## src/sv/tldn_pkg.sv

```systemverilog
// Package for the day/night traffic light controller.
// Holds widths, phase, display and register index codes, register reset values and the state struct.
// No dependencies.
package tldn_pkg;

  localparam int unsigned PhaseW = 3;
  localparam int unsigned SecW   = 7;
  localparam int unsigned TickW  = 16;
  localparam int unsigned LightW = 12;
  localparam int unsigned DispW  = 2;
  localparam int unsigned CfgIdxW = 3;
  localparam int unsigned CfgDataW = 16;

  localparam logic [PhaseW-1:0] PhStopped = 3'd0;
  localparam logic [PhaseW-1:0] PhRed     = 3'd1;
  localparam logic [PhaseW-1:0] PhGreen   = 3'd2;
  localparam logic [PhaseW-1:0] PhYellow  = 3'd3;
  localparam logic [PhaseW-1:0] PhNight   = 3'd4;

  localparam logic [DispW-1:0] DispBlank  = 2'd0;
  localparam logic [DispW-1:0] DispCount  = 2'd1;
  localparam logic [DispW-1:0] DispDashes = 2'd2;

  localparam logic [CfgIdxW-1:0] RegRedSec    = 3'd0;
  localparam logic [CfgIdxW-1:0] RegGreenSec  = 3'd1;
  localparam logic [CfgIdxW-1:0] RegYellowSec = 3'd2;
  localparam logic [CfgIdxW-1:0] RegTicksSec  = 3'd3;
  localparam logic [CfgIdxW-1:0] RegBlink     = 3'd4;
  localparam logic [CfgIdxW-1:0] RegThreshold = 3'd5;
  localparam logic [CfgIdxW-1:0] RegSample    = 3'd6;

  localparam logic [SecW-1:0]   RedSecRst    = 7'd10;
  localparam logic [SecW-1:0]   GreenSecRst  = 7'd7;
  localparam logic [SecW-1:0]   YellowSecRst = 7'd3;
  localparam logic [TickW-1:0]  TicksSecRst  = 16'd1000;
  localparam logic [TickW-1:0]  BlinkRst     = 16'd400;
  localparam logic [LightW-1:0] ThresholdRst = 12'd2500;
  localparam logic [TickW-1:0]  SampleRst    = 16'd500;

  typedef struct packed {
    logic [PhaseW-1:0] mode;
    logic [SecW-1:0]   remaining;
    logic [TickW-1:0]  sec_cnt;
    logic [TickW-1:0]  blink_cnt;
    logic [TickW-1:0]  sample_cnt;
    logic              blink_phase;
    logic              prev_button;
  } ctrl_state_t;

endpackage

```

## src/sv/traffic_light_day_night.sv

```systemverilog
// Top level of the day/night traffic light controller.
// Depends on tldn_pkg for codes, reset values and the state struct.
//
// One input transfer is one millisecond tick and yields exactly one result
// transfer. The controller state is updated at the input transfer and the
// lamp, countdown and display result is captured in an output register, so a
// tick can be taken on every clock while the result side keeps up. A falling
// edge on button_level starts the cycle at red when stopped and stops it from
// any other phase; while running, the light reading is checked every
// sample_interval ticks and selects night flashing or the normal cycle.
// Configuration writes are always accepted and take effect on the next tick.
module traffic_light_day_night
  import tldn_pkg::*;
(
  input  logic                clk_i,
  input  logic                rst_ni,
  input  logic                in_valid_i,
  output logic                in_ready_o,
  input  logic                button_level_i,
  input  logic [LightW-1:0]   light_level_i,
  output logic                out_valid_o,
  input  logic                out_ready_i,
  output logic                red_on_o,
  output logic                yellow_on_o,
  output logic                green_on_o,
  output logic                status_on_o,
  output logic [SecW-1:0]     count_shown_o,
  output logic [DispW-1:0]    display_mode_o,
  output logic [PhaseW-1:0]   phase_o,
  input  logic                cfg_valid_i,
  output logic                cfg_ready_o,
  input  logic [CfgIdxW-1:0]  cfg_index_i,
  input  logic [CfgDataW-1:0] cfg_data_i
);

  logic [SecW-1:0]   red_sec_q, green_sec_q, yellow_sec_q;
  logic [TickW-1:0]  ticks_sec_q, blink_per_q, sample_int_q;
  logic [LightW-1:0] threshold_q;

  ctrl_state_t st_q, st_d;

  logic              out_valid_q;
  logic              red_q, yellow_q, green_q, status_q;
  logic [SecW-1:0]   count_q;
  logic [DispW-1:0]  disp_q;
  logic [PhaseW-1:0] phase_q;

  logic in_xfer;

  assign cfg_ready_o = 1'b1;
  assign in_ready_o  = !out_valid_q || out_ready_i;
  assign in_xfer     = in_valid_i && in_ready_o;

  function automatic logic [TickW-1:0] sat_inc(input logic [TickW-1:0] v);
    return (v == {TickW{1'b1}}) ? v : v + 1'b1;
  endfunction

  function automatic ctrl_state_t go_to(input ctrl_state_t s,
                                        input logic [PhaseW-1:0] nxt,
                                        input logic [SecW-1:0] red_s,
                                        input logic [SecW-1:0] green_s,
                                        input logic [SecW-1:0] yellow_s);
    ctrl_state_t r;
    r           = s;
    r.mode      = nxt;
    r.sec_cnt   = '0;
    r.blink_cnt = '0;
    case (nxt)
      PhRed:    r.remaining = red_s;
      PhGreen:  r.remaining = green_s;
      PhYellow: r.remaining = yellow_s;
      PhNight:  r.blink_phase = 1'b0;
      default:  r.remaining = s.remaining;
    endcase
    return r;
  endfunction

  always_comb begin
    logic running;
    running         = 1'b0;
    st_d            = st_q;
    st_d.sec_cnt    = sat_inc(st_q.sec_cnt);
    st_d.blink_cnt  = sat_inc(st_q.blink_cnt);
    st_d.sample_cnt = sat_inc(st_q.sample_cnt);

    if (!button_level_i && st_q.prev_button) begin
      st_d = go_to(st_d, (st_q.mode == PhStopped) ? PhRed : PhStopped,
                   red_sec_q, green_sec_q, yellow_sec_q);
    end
    st_d.prev_button = button_level_i;

    if (st_d.mode != PhStopped) begin
      if (st_d.sample_cnt >= sample_int_q) begin
        st_d.sample_cnt = '0;
        if (light_level_i > threshold_q && st_d.mode != PhNight) begin
          st_d = go_to(st_d, PhNight, red_sec_q, green_sec_q, yellow_sec_q);
        end else if (light_level_i <= threshold_q && st_d.mode == PhNight) begin
          st_d = go_to(st_d, PhRed, red_sec_q, green_sec_q, yellow_sec_q);
        end
      end
      running = (st_d.mode == PhRed) || (st_d.mode == PhGreen) ||
                (st_d.mode == PhYellow);
      if (running) begin
        if (st_d.sec_cnt >= ticks_sec_q) begin
          st_d.sec_cnt = '0;
          if (st_d.remaining <= 7'd1) begin
            st_d.remaining = '0;
            case (st_d.mode)
              PhRed:   st_d = go_to(st_d, PhGreen, red_sec_q, green_sec_q, yellow_sec_q);
              PhGreen: st_d = go_to(st_d, PhYellow, red_sec_q, green_sec_q, yellow_sec_q);
              default: st_d = go_to(st_d, PhRed, red_sec_q, green_sec_q, yellow_sec_q);
            endcase
          end else begin
            st_d.remaining = st_d.remaining - 1'b1;
          end
        end
      end else if (st_d.mode == PhNight) begin
        if (st_d.blink_cnt >= blink_per_q) begin
          st_d.blink_cnt   = '0;
          st_d.blink_phase = !st_d.blink_phase;
        end
      end
    end
  end

  always_ff @(posedge clk_i or negedge rst_ni) begin
    if (!rst_ni) begin
      red_sec_q    <= RedSecRst;
      green_sec_q  <= GreenSecRst;
      yellow_sec_q <= YellowSecRst;
      ticks_sec_q  <= TicksSecRst;
      blink_per_q  <= BlinkRst;
      threshold_q  <= ThresholdRst;
      sample_int_q <= SampleRst;
    end else if (cfg_valid_i) begin
      case (cfg_index_i)
        RegRedSec:    red_sec_q    <= cfg_data_i[SecW-1:0];
        RegGreenSec:  green_sec_q  <= cfg_data_i[SecW-1:0];
        RegYellowSec: yellow_sec_q <= cfg_data_i[SecW-1:0];
        RegTicksSec:  ticks_sec_q  <= cfg_data_i[TickW-1:0];
        RegBlink:     blink_per_q  <= cfg_data_i[TickW-1:0];
        RegThreshold: threshold_q  <= cfg_data_i[LightW-1:0];
        RegSample:    sample_int_q <= cfg_data_i[TickW-1:0];
        default: ;
      endcase
    end
  end

  always_ff @(posedge clk_i or negedge rst_ni) begin
    if (!rst_ni) begin
      st_q.mode        <= PhStopped;
      st_q.remaining   <= '0;
      st_q.sec_cnt     <= '0;
      st_q.blink_cnt   <= '0;
      st_q.sample_cnt  <= '0;
      st_q.blink_phase <= 1'b0;
      st_q.prev_button <= 1'b1;
      out_valid_q      <= 1'b0;
    end else begin
      if (in_xfer) begin
        st_q <= st_d;
      end
      if (in_xfer) begin
        out_valid_q <= 1'b1;
      end else if (out_ready_i) begin
        out_valid_q <= 1'b0;
      end
    end
  end

  always_ff @(posedge clk_i) begin
    if (in_xfer) begin
      red_q    <= (st_d.mode == PhRed);
      yellow_q <= (st_d.mode == PhYellow) || (st_d.mode == PhNight && st_d.blink_phase);
      green_q  <= (st_d.mode == PhGreen);
      status_q <= (st_d.mode == PhStopped);
      count_q  <= ((st_d.mode == PhRed) || (st_d.mode == PhGreen) ||
                   (st_d.mode == PhYellow)) ? st_d.remaining : '0;
      disp_q   <= (st_d.mode == PhStopped) ? DispBlank :
                  (st_d.mode == PhNight) ? DispDashes : DispCount;
      phase_q  <= st_d.mode;
    end
  end

  assign out_valid_o    = out_valid_q;
  assign red_on_o       = red_q;
  assign yellow_on_o    = yellow_q;
  assign green_on_o     = green_q;
  assign status_on_o    = status_q;
  assign count_shown_o  = count_q;
  assign display_mode_o = disp_q;
  assign phase_o        = phase_q;

endmodule

```

## config.mk

```make
export PLATFORM = sky130hd
export DESIGN_NAME = traffic_light_day_night
export DESIGN_NICKNAME = d
export VERILOG_FILES = /design/src/sv/tldn_pkg.sv /design/src/sv/traffic_light_day_night.sv
export SDC_FILE = /design/constraint.sdc
export NUM_CORES = 1
export LEC_CHECK = 0
export BUFFER_PORTS_ARGS = -buffer_cell sky130_fd_sc_hd__clkbuf_2
export CORE_ASPECT_RATIO = 1.1
export CORE_MARGIN = 2
export CORE_UTILIZATION = 44
export DETAILED_ROUTE_END_ITERATION = 10
export SYNTH_ARGS = -nofsm -noshare
export SYNTH_HDL_FRONTEND = slang
export SYNTH_SLANG_ARGS = --single-unit
```

## constraint.sdc

```tcl
create_clock -name clk_i -period 7.2 [get_ports clk_i]
set_input_delay 0.36 -clock clk_i [delete_from_list [all_inputs] [get_ports clk_i]]
set_output_delay 0.36 -clock clk_i [all_outputs]
set_load 0.02 [all_outputs]
```

Word-level counts from Yosys, hierarchy flattened:

Index checks and enable logic that the tools add are counted.
Widths: inputs -> output; s select.

* output and inout port bits: 19
* logic and storage cells: 110
* memories: 0
* bits in registers: 158
* ROM bits: 0
* RAM bits: 0
* bits in latches: 0

* multipliers: 0
* div/mod/pow operators: 0
* reduce and logical (&&, ||, !) cells: 26
* add/subtract/negate cells: 4
* muxes and demuxes: 29
* shift operators: 0
* bitwise operators: 0
* eq/ne operators: 23
* order comparisons: 6

Operators by type and width (count)
* $mux 60: 7
* $pmux 59 s2: 1
* $mux 16: 7
* $mux 50: 1
* $add 16x1->16 const B: 3
* $eq 16x16->1 const B: 3
* $ge 16x16->1: 3
* $mux 26: 1
* $pmux 7 s3: 1
* $eq 3x2->1 const B: 6
* $eq 3x3->1 const B: 6
* $reduce_and 2->1: 7
* $gt 12x12->1: 1
* $le 12x12->1: 1
* $eq 3x1->1 const B: 3
* $logic_not 3->1: 3
* $mux 1: 8
* $le 7x1->1 const B: 1
* $mux 7: 1
* $sub 7x1->7 const B: 1
* $logic_or 1x1->1: 6
* $logic_and 1x1->1: 5
* $eq 1x2->1 const B: 2
* $eq 1x3->1 const B: 1
* other kinds (7): 9

Logic depth before layout (Yosys ltp):

Gate-level depths: netlist (run 1).

* depth in word-level cells: 20
* gate-level depth with buffers: 35

Worst setup path before layout (run 1):

Ideal clock, no wire load.

* kind: reg-to-reg
* start: register st_q[5] in the netlist's numbering
* end: register st_q[35] in the netlist's numbering
* stages on the path, launching flop included: 31
* slack: 722 ps
* path buffers: 7
* arrival time: 6410 ps
* clock period less this slack: 6478 ps
* path through: dfrtp_1 -> and2_1 -> clkbuf_1 -> and3_1 -> and3_1 -> clkbuf_1 -> nand3_1 -> and3_1 -> clkbuf_1 -> nand2_1 -> nor2_1 -> xor2_1 -> ha_1 -> a21oi_1 -> o21ai_1 -> a2111oi_4 -> o21a_4 -> a21oi_1 -> clkbuf_1 -> or2_2 -> clkbuf_1 -> buf_2 -> nor2_1 -> ha_1 -> or4_1 -> a41oi_1 -> clkbuf_1 -> nor3_1 -> o21a_1 -> nor3_1 -> a32o_1

* cells in the longest elaborated chain, start to end: 11
* elaborated cells on any way between the ends: 18
* those cells by class: add/sub: 1; order compare: 3; eq/ne: 4; mux: 8; reduce/logical: 2

Ends and longest elaborated chain
* start: declaration: RTL line traffic_light_day_night.sv:40 `ctrl_state_t st_q, st_d;`
* start signal: assignment: RTL line traffic_light_day_night.sv:161 `st_q <= st_d;`
* $add 16x1->16 / $eq 16x16->1 (equally long branches): RTL line traffic_light_day_night.sv:55 `return (v == {TickW{1'b1}}) ? v : v + 1'b1;`
* $mux 16 (*): RTL line traffic_light_day_night.sv:55
* $mux 60 (*): RTL line traffic_light_day_night.sv:86 `if (!button_level_i && st_q.prev_button) begin`
* $ge 16x16->1 (*): RTL line traffic_light_day_night.sv:93 `if (st_d.sample_cnt >= sample_int_q) begin`
* $mux 60 (*): RTL line traffic_light_day_night.sv:93
* $mux 60 (*): RTL line traffic_light_day_night.sv:92 `if (st_d.mode != PhStopped) begin`
* branches (longest 3 deep; another with $ge 16x16->1)
* $mux 26 (*): RTL line traffic_light_day_night.sv:103 `if (running) begin`
* $mux 60 (*): RTL line traffic_light_day_night.sv:92

Every way passes the cells marked *. The select of a mux whose other input is x is not followed.
A chain may end at the register's enable or synchronous reset.

==> impl_metrics.ini, run 1 <==
[outcome]
status = complete, no violations

[layout]
fin_nets = 1196
layout-drive-gt1-share = 0.203
layout.area.seq_mm2 = 0.00407
insertedDiodeCount = 0
areaGrowthSynthToFinish_pct = 11.9
multiInputGateArea_mm2 = 0.00543
fill_cells = 2123
utilization = 0.503

[global_routing]
grt.overflow.total = 0
grt_pass1_wl_um = 41400
grt_pass1_vias = 7845
grt_use_total = 0.222
grt_max_degree = 79
antenna_found_initial = 1

[placement]
gp_congestion = 0.892
post-dp-hpwl_um = 18100
portBuffers = 54

[clocking]
cts_tree = yes
cts_max_path_buffers = 2
htree_levels = 4
worstSkewPairLatency_ns = 0.44
cts-root-buf = clkbuf_16
clk_pin_slew_ns = 0.07
post-cts-setup-buffers = 0
cts_sinks = 158
cts_buffers = 17

[power]
power_density_mw_per_mm2 = 287
leakage_nw = 5.02
sequentialPowerShare = 0.392
ir_worst_vdd_v = 0.000164
power_frac_comb = 0.319
p_sw_frac = 0.367
power_frac_clock = 0.288
p_int_mw = 2.02
p_sw_mw = 1.17

[floorplan]
start_util = 0.449
num_io_pins = 56
die_area_mm2 = 0.0238
rows = 57
fp.dieW_um = 147
core-area_mm2 = 0.0221
die_y_um = 162

[timing]
hold_viol_final = 0
slew_violations = 0
slew_headroom = 0.262
finalSetupTns_ns = 0
finalCritPeriodShare = 0.916
tightest_slew_ns = 1.11
setup_viol = 0
hold_ws_ns = 0.148
fmax_mhz = 152
min_period_ns = 6.60
rsz0062_at_grt = no
skew_ns = 0.0121

[worst_setup_path]
worstPathArrival_ns = 6.78
cp_common_cell = nor2_1
slowest_delay_ns = 0.48
critPathKind = flip-flop to flip-flop
cp_data_required_time_ns = 7.38
path_buf_inv = 2
cp-start-kind = flip-flop
cp_max_fo = 23
cp_slowest_cell = or2_2
crit_family = simple AND/OR/NAND/NOR gates
crit_path_end_kind = flip-flop
regToRegSetupSlack_ns = 0.60

[synthesis]
ys_dominant_reg_cell = dfrtp_1
yosys.area.top_type_share = 0.287
synth_edf_count = 16
synthTopCellsByArea = dfrtp_1 (29%), ha_1 (8.2%), mux2_2 (7.7%)
synth_nets = 1155
syn_area_per_cell_um2 = 9.44
yosysWarnings = 0
netlist_area_mm2 = 0.00994
ys_top_cells_by_count = dfrtp_1 (114), nand2_1 (106), nor2_1 (100)
synth_async_sr_flop_share = 0.899
yosysSeqAreaShare = 0.410
ys_ff_latch = 158
synth_cell_type_count = 75
post-synth-top-count-cell = dfrtp_1
postSynthCellCount = 1053
yosys.area.top_type = dfrtp_1

[drt]
ant_nets = 0
via_per_inst = 5.67
vias = 7952
wire_per_inst_um = 18.0
drt_wl_total_um = 25200
dr.first_iter.drc_count = 460
post-route-drc-count = 0
drt_first_pass_iters = 5

[run]
cap_violations = 0

[min_path]
holdCritPathClass = input port to flip-flop
## kinds of logic after synthesis
family                     share of synthesized area
AOI/OAI and AO/OA                              0.173
xor gates and xnor gates                      0.0344
adders and majority gates                     0.0819
buffers and inverters                         0.0461
DFF                                            0.410
muxes                                         0.0866
other                                       0.000377
and+or+nand+nor                                0.168
## metal layers
metal / GRT usage / wire length [µm] / vias to the layer above
met4: 0.0822 / 625 / 0
met5: 0 / 0 / -
met1: 0.294 / 11300 / 3882
met3: 0.0260 / 903 / 34
met2: 0.373 / 12400 / 168
li1: - / - / 3868
## path summary, 6_finish.rpt
kind / cells after the start / from / to
max in group asynchronous: 3 / rst_ni / st_q[13]$_DFFE_PN0P_
max: 29 / st_q[6]$_DFFE_PN0P_ / green_on_o$_DFFE_PP_
min: 3 / button_level_i / st_q[0]$_DFFE_PN1P_
max reg2reg: 29 / st_q[6]$_DFFE_PN0P_ / green_on_o$_DFFE_PP_
min reg2reg: 2 / st_q[0]$_DFFE_PN1P_ / st_q[0]$_DFFE_PN1P_
min in group asynchronous: 2 / rst_ni / threshold_q[5]$_DFFE_PN0P_
## power groups by stage
stage	sequential, mW	combinational (mW)	clock (mW)
after floorplan	1.23	0.749	0
after global placement	1.26	1.01	0
after detailed placement	1.26	1.01	0
after CTS	1.25	1.02	0.937
after global routing	1.27	1.14	0.976
final	1.25	1.02	0.919
## tightest hold or removal path: cells and delay by family
kind                   cells  cell delay (ns)
and+or+nand+nor            2             0.11
buffers and inverters      1             0.11
## timing repair
action | 4_1_cts | 5_1_grt
resized for setup | 0 | 2
endpoints found under the hold margin | 2 | 0
hold buffers | 1 | 0
endpoints found under the setup margin | 0 | 21
## layout by cell type, fill, tap and decap left out, types with 14 or more instances in the layout
cell       netlist  layout
a21o_1          23      23
a21oi_1         42      42
a22o_1          23      23
and3_1          14      14
buf_4            2      15
clkbuf_16        0      17
clkbuf_2         0      53
dfrtp_1        114     114
dfstp_2         28      28
edfxtp_1        16      16
ha_1            65      65
inv_1           67      67
mux2_2          68      68
nand2_1        106     105
nand3_1         26      25
nand4_1         15      15
nor2_1         100     100
nor3_1          26      25
o21ai_0         65      65
o31ai_1         14      14
xnor2_1         19      19
xor2_1          20      20
## through the flow
step | cell area [µm²] | total power [mW] | setup slack, ns | cells
after floorplan | 9940 | 1.98 | 0.722 | 1053
after global placement | 10500 | 2.27 | 0.601 | 1369
after detailed placement | 10500 | 2.28 | 0.511 | 1369
after CTS | 11100 | 3.21 | 0.480 | 1402
after global routing | 11100 | 3.39 | 0.00293 | 1402
final | 11100 | 3.19 | 0.605 | 1402
## cell type report
class                           instances  share of cell area
Clock buffer                           17              0.0383
Clock inverter                         15              0.0158
Inverter                               67              0.0226
Multi-Input combinational cell        780               0.488
Sequential cell                       158               0.366
Tap cell                              295              0.0332
Timing Repair Buffer                   70              0.0359
## state kept, by name, indices dropped and copies added, names as in the netlist, 2 cells and up
| register | count |
|---|---|
| blink_per_q | 16 |
| count_shown_o | 7 |
| display_mode_o | 2 |
| green_sec_q | 7 |
| phase_o | 3 |
| red_sec_q | 7 |
| sample_int_q | 16 |
| st_q | 60 |
| threshold_q | 12 |
| ticks_sec_q | 16 |
| yellow_sec_q | 7 |
(Power assumes the default switching activity.)
==> run 2, diff against run 1 <==
CTS_BUF_LIST = sky130_fd_sc_hd__clkbuf_2   (was unset)
==> run 2 against run 1 <==
Net effect: power down 12%; flip-flop and latch count unchanged; combinational power about the same; setup slack better by 0.012 ns; register-to-register slack about the same; core utilization down 0.66 points; critical path depth unchanged; sequential power about the same; non-clock buffer count up 19; global-route usage down 0.099 points; fmax up 0.18%; first-iteration DRC count up 14%.
==> impl_metrics.ini, run 2 (synthesis results as in run 1) <==
[timing]
slew_headroom = 0.264
rsz0062_at_grt = no
skew_ns = 0.0460
setup_viol = 0
fmax_mhz = 152
hold_viol_final = 0
hold_ws_ns = 0.129
slew_violations = 0
tightest_slew_ns = 1.10
finalCritPeriodShare = 0.914
min_period_ns = 6.58
finalSetupTns_ns = 0

[global_routing]
grt_use_total = 0.221
grt.overflow.total = 0
grt_pass1_vias = 7898
grt_pass1_wl_um = 41300
antenna_found_initial = 2
grt_max_degree = 79

[layout]
largest_reg_flops = 60
final_common_cell = dfrtp_1
regMostFlops = st_q
areaGrowthSynthToFinish_pct = 10.4
fin_nets = 1215
layout-drive-gt1-share = 0.200
fill_cells = 2158
final_cell_mix = dfrtp_1 (114), nand2_1 (105), nor2_1 (100), clkbuf_2 (70), mux2_2 (68)

[floorplan]
fp.dieW_um = 147
num_io_pins = 56
die_area_mm2 = 0.0238
start_util = 0.449
core-area_mm2 = 0.0221
die_y_um = 162
rows = 57

[drt]
met2_length_um = 12500
via_per_inst = 5.61
met3_length_um = 901
wl_met1_um = 11200
vias = 7983
wire_per_inst_um = 17.7
post-route-drc-count = 0
ant_nets = 0
drt_first_pass_iters = 5
drt_wl_total_um = 25100
top_layer = met4
dr.first_iter.drc_count = 524

[power]
p_sw_frac = 0.403
ir_worst_vdd_v = 0.000104
p_sw_mw = 1.13
sequentialPowerShare = 0.445
p_int_mw = 1.67
power_frac_comb = 0.367
power_frac_clock = 0.188
power_density_mw_per_mm2 = 255
leakage_nw = 4.96

[min_path]
holdCritPathClass = input port to flip-flop
hold_start = cfg_index_i[0]

[worst_setup_path]
slowest_delay_ns = 0.48
critPathKind = flip-flop to flip-flop
cp-start-kind = flip-flop
worstPathArrival_ns = 7.27
crit_path_end_kind = flip-flop
cp_slowest_cell = dfrtp_1
crit_family = simple AND/OR/NAND/NOR gates
regToRegStartpoint = st_q[7]$_DFFE_PN0P_
regToRegSetupSlack_ns = 0.62
path_buf_inv = 3
cp_max_fo = 12
cp_data_required_time_ns = 7.88
crit_start = st_q[7]$_DFFE_PN0P_

[placement]
portBuffers = 54
post-dp-hpwl_um = 18100
gp_congestion = 0.892

[clocking]
cts_max_path_buffers = 2
clk_pin_slew_ns = 0.28
cts_tree = yes
cts_sinks = 158
htree_levels = 4
worstSkewPairLatency_ns = 0.78
cts-root-buf = clkbuf_2
cts_buffers = 17

[run]
cap_violations = 0

[outcome]
status = complete, no violations
-- run 2: cell count changes in the layout (fill, tap and decap cells not counted) --
cell / before / now
clkbuf_16: 17 / 0
clkbuf_2: 53 / 70
diode_2: 0 / 1
dlygate4sd3_1: 1 / 20
or2_2: 7 / 6
or2_4: 0 / 1
-- run 2: final cells by class --
class / count / area (µm²) / area share
well taps: 295 / 369 / 0.0336
clock buffers: 17 / 85.1 / 0.00776
inverters: 67 / 251 / 0.0229
clock inverters: 15 / 175 / 0.0160
diodes: 1 / 2.50 / 0.000228
multi-input cells: 780 / 5430 / 0.495
flip-flops and latches: 158 / 4070 / 0.371
repair buffers: 89 / 589 / 0.0537
-- run 2: final timing paths --
path,cells past startpoint,endpoint
setup / recovery,29,st_q[19]$_DFFE_PN0P_
min in group asynchronous,2,yellow_sec_q[5]$_DFFE_PN0P_
setup reg to reg,29,st_q[19]$_DFFE_PN0P_
max in group asynchronous,3,st_q[13]$_DFFE_PN0P_
hold reg to reg,2,st_q[0]$_DFFE_PN1P_
hold / removal,4,red_sec_q[6]$_DFFE_PN0P_
-- run 2: layer usage --
metal	GRT usage	up-vias
met2	0.376	159
met4	0.0677	0
met5	0	-
li1	-	3896
met3	0.0294	31
met1	0.293	3897
-- run 2: metrics by stage --
stage / setup WS, ns / total power [mW] / instances / cell area, µm² / utilization
2_1_floorplan: 0.722 / 1.98 / 1053 / 9940 / -
5_1_grt: 0.00453 / 3.01 / 1422 / 11000 / 0.496
6_report: 0.617 / 2.80 / 1422 / 11000 / 0.496
4_1_cts: 0.457 / 2.82 / 1421 / 11000 / 0.496
3_3_place_gp: 0.601 / 2.27 / 1369 / 10500 / 0.475
3_5_place_dp: 0.511 / 2.28 / 1369 / 10500 / 0.475
-- run 2: power groups by stage --
stage	Clock, mW	Sequential (mW)	Combinational (mW)
after global routing	0.583	1.27	1.15
after detailed placement	0	1.26	1.01
after global placement	0	1.26	1.01
after floorplan	0	1.23	0.749
after CTS	0.544	1.25	1.03
final	0.527	1.25	1.03
-- run 2: timing repair --
action                                  in CTS  in global routing
gates resized for setup                      0                  3
hold buffers                                20                  0
endpoints found under the setup margin       0                 24
buffers inserted                             0                  0
hold endpoints to repair                   135                  0
-- run 2: worst register-to-register path: cells and delay by family, from the launching register on --
kind                     cells  cell delay [ns]
flip-flops                   1             0.48
adder cells (fa/ha/maj)      2             0.57
buffers and inverters        3             0.61
AND/OR/NAND/NOR             11             2.65
AO/OA/AOI/OAI               12             2.04
XOR/XNOR                     1             0.16
==> run 3, diff against run 2 <==
SKIP_LAST_GASP = 1   (was unset)
clock period = 6.6 ns   (was 7.2 ns; I/O delays follow)
==> run 3 against run 2 <==
Net effect: non-clock buffer count rose by 6; critical endpoint is now green_on_o$_DFFE_PP_; worst hold slack got worse by 0.025 ns; power rose by 9.0%; core utilization rose by 0.24 points; cell area rose by 0.49%; sequential power rose by 9.6%.
==> impl_metrics.ini, run 3 (synthesis results as in run 1) <==
[timing]
hold_viol_final = 0
min_period_ns = 6.17
finalSetupTns_ns = 0
slew_violations = 0
setup_viol = 0
fmax_mhz = 162
finalCritPeriodShare = 0.935
tightest_slew_ns = 1.14
skew_ns = 0.0531
rsz0062_at_grt = no
layout_setup_ws_ns = 0.430
hold_ws_ns = 0.104
slew_headroom = 0.241

[placement]
post-dp-hpwl_um = 18400
dp_cells = 1370
portBuffers = 54
pre_cts_slack_ns = 0.0904
gp_congestion = 0.878
place_area_mm2 = 0.0105

[worst_setup_path]
path_buf_inv = 2
crit_start = st_q[7]$_DFFE_PN0P_
worstPathArrival_ns = 6.70
crit_path_end_kind = flip-flop
cp_data_required_time_ns = 7.13
slowest_delay_ns = 0.45
cp_max_fo = 12
worstRegToRegCells = 28
critPathKind = flip-flop to flip-flop
regToRegStartpoint = st_q[7]$_DFFE_PN0P_
timing.rr.end = green_on_o$_DFFE_PP_
cp_slowest_cell = or3_4
crit_family = simple AND/OR/NAND/NOR gates
cp-start-kind = flip-flop
regToRegSetupSlack_ns = 0.43
cp_common_cell = nor2_1

[drt]
ant_nets = 0
post-route-drc-count = 0
via_per_inst = 5.61
wire_per_inst_um = 17.9
drt_first_pass_iters = 6
vias = 8004
dr.first_iter.drc_count = 412
drt_wl_total_um = 25500

[layout]
final_cell_mix = dfrtp_1 (112), nand2_1 (105), nor2_1 (99), clkbuf_2 (71), mux2_2 (68)
regMostFlops = st_q
multiInputGateArea_mm2 = 0.00545
design_area_mm2 = 0.0110
areaGrowthSynthToFinish_pct = 10.9
fill_cells = 2134
fin_nets = 1221
layout.area.seq_mm2 = 0.00407
layout-drive-gt1-share = 0.210
final_common_cell = dfrtp_1
largest_reg_flops = 60
fin_cells = 1428
utilization = 0.499

[clocking]
clk_pin_slew_ns = 0.28
cts_buffers = 17
worstSkewPairLatency_ns = 0.79
cts_sinks = 158
cts-root-buf = clkbuf_2
cts_tree = yes
cts_max_path_buffers = 2
htree_levels = 4

[power]
leakage_nw = 4.98
p_sw_mw = 1.20
p_int_mw = 1.85
p_total_mw = 3.05
sequentialPowerShare = 0.448
power_frac_clock = 0.184
ir_worst_vdd_v = 0.000108
power_density_mw_per_mm2 = 277
p_sw_frac = 0.394
power_frac_comb = 0.368

[global_routing]
grt_max_degree = 99
grt.overflow.total = 0
grt_use_total = 0.219
grt_pass1_vias = 7853
grt_pass1_wl_um = 40900
antenna_found_initial = 2

[min_path]
min_to = red_sec_q[6]$_DFFE_PN0P_
min_path_cells = 4
hold_start = cfg_index_i[0]
holdCritPathClass = input port to flip-flop

[run]
cap_violations = 0

[floorplan]
fp.dieW_um = 147
num_io_pins = 56
core-area_mm2 = 0.0221
die_y_um = 162
rows = 57
die_area_mm2 = 0.0238
start_util = 0.449

[outcome]
status = complete, no violations
-- run 3: worst min-delay path: stages --
cell	delay, ns
clkbuf_2	0.18
nor3_1	0.19
nand2_1	0.11
o21ai_0	0.08
-- run 3: repair_timing --
action	4_1_cts	5_1_grt
buffers inserted	0	5
gates resized for setup	1	9
hold endpoints to repair	154	0
endpoints found under the setup margin	4	51
hold buffers	20	0
pin swaps	0	1
-- run 3: cell type report --
cell class,instances,share of cell area
tap,295,0.0335
inverter,67,0.0228
timing repair buffer,95,0.0575
clock inverter,14,0.0141
sequential,158,0.369
clock buffer,18,0.00817
antenna,1,0.000227
multi-input combinational,780,0.494
-- run 3: layer usage --
metal / GRT usage / part of all wire
met1: 0.279 / 0.45
met2: 0.378 / 0.49
met4: 0.0887 / 0.028
met3: 0.0271 / 0.030
met5: 0 / 0
-- run 3: power by group through the flow --
| stage | registers, mW | logic [mW] | clock network [mW] |
|---|---|---|---|
| 6_report | 1.37 | 1.12 | 0.562 |
| 5_1_grt | 1.39 | 1.26 | 0.614 |
| 4_1_cts | 1.36 | 1.12 | 0.575 |
| 3_5_place_dp | 1.38 | 1.10 | 0 |
| 3_3_place_gp | 1.38 | 1.09 | 0 |
| 2_1_floorplan | 1.34 | 0.818 | 0 |
-- run 3: worst max path at each step --
| stage | to | slack, ns | cells past startpoint |
|---|---|---|---|
| after floorplan | st_q[35]$_DFFE_PN0P_ | 0.12 | 30 |
| after CTS | yellow_on_o$_DFFE_PP_ | 0.11 | 27 |
| after global routing | st_q[45]$_DFFE_PN0P_ | 0.04 | 30 |
| after global placement | st_q[28]$_DFFE_PN0P_ | 0.24 | 28 |
| after detailed placement | st_q[22]$_DFFE_PN0P_ | 0.09 | 28 |
| final | green_on_o$_DFFE_PP_ | 0.43 | 28 |
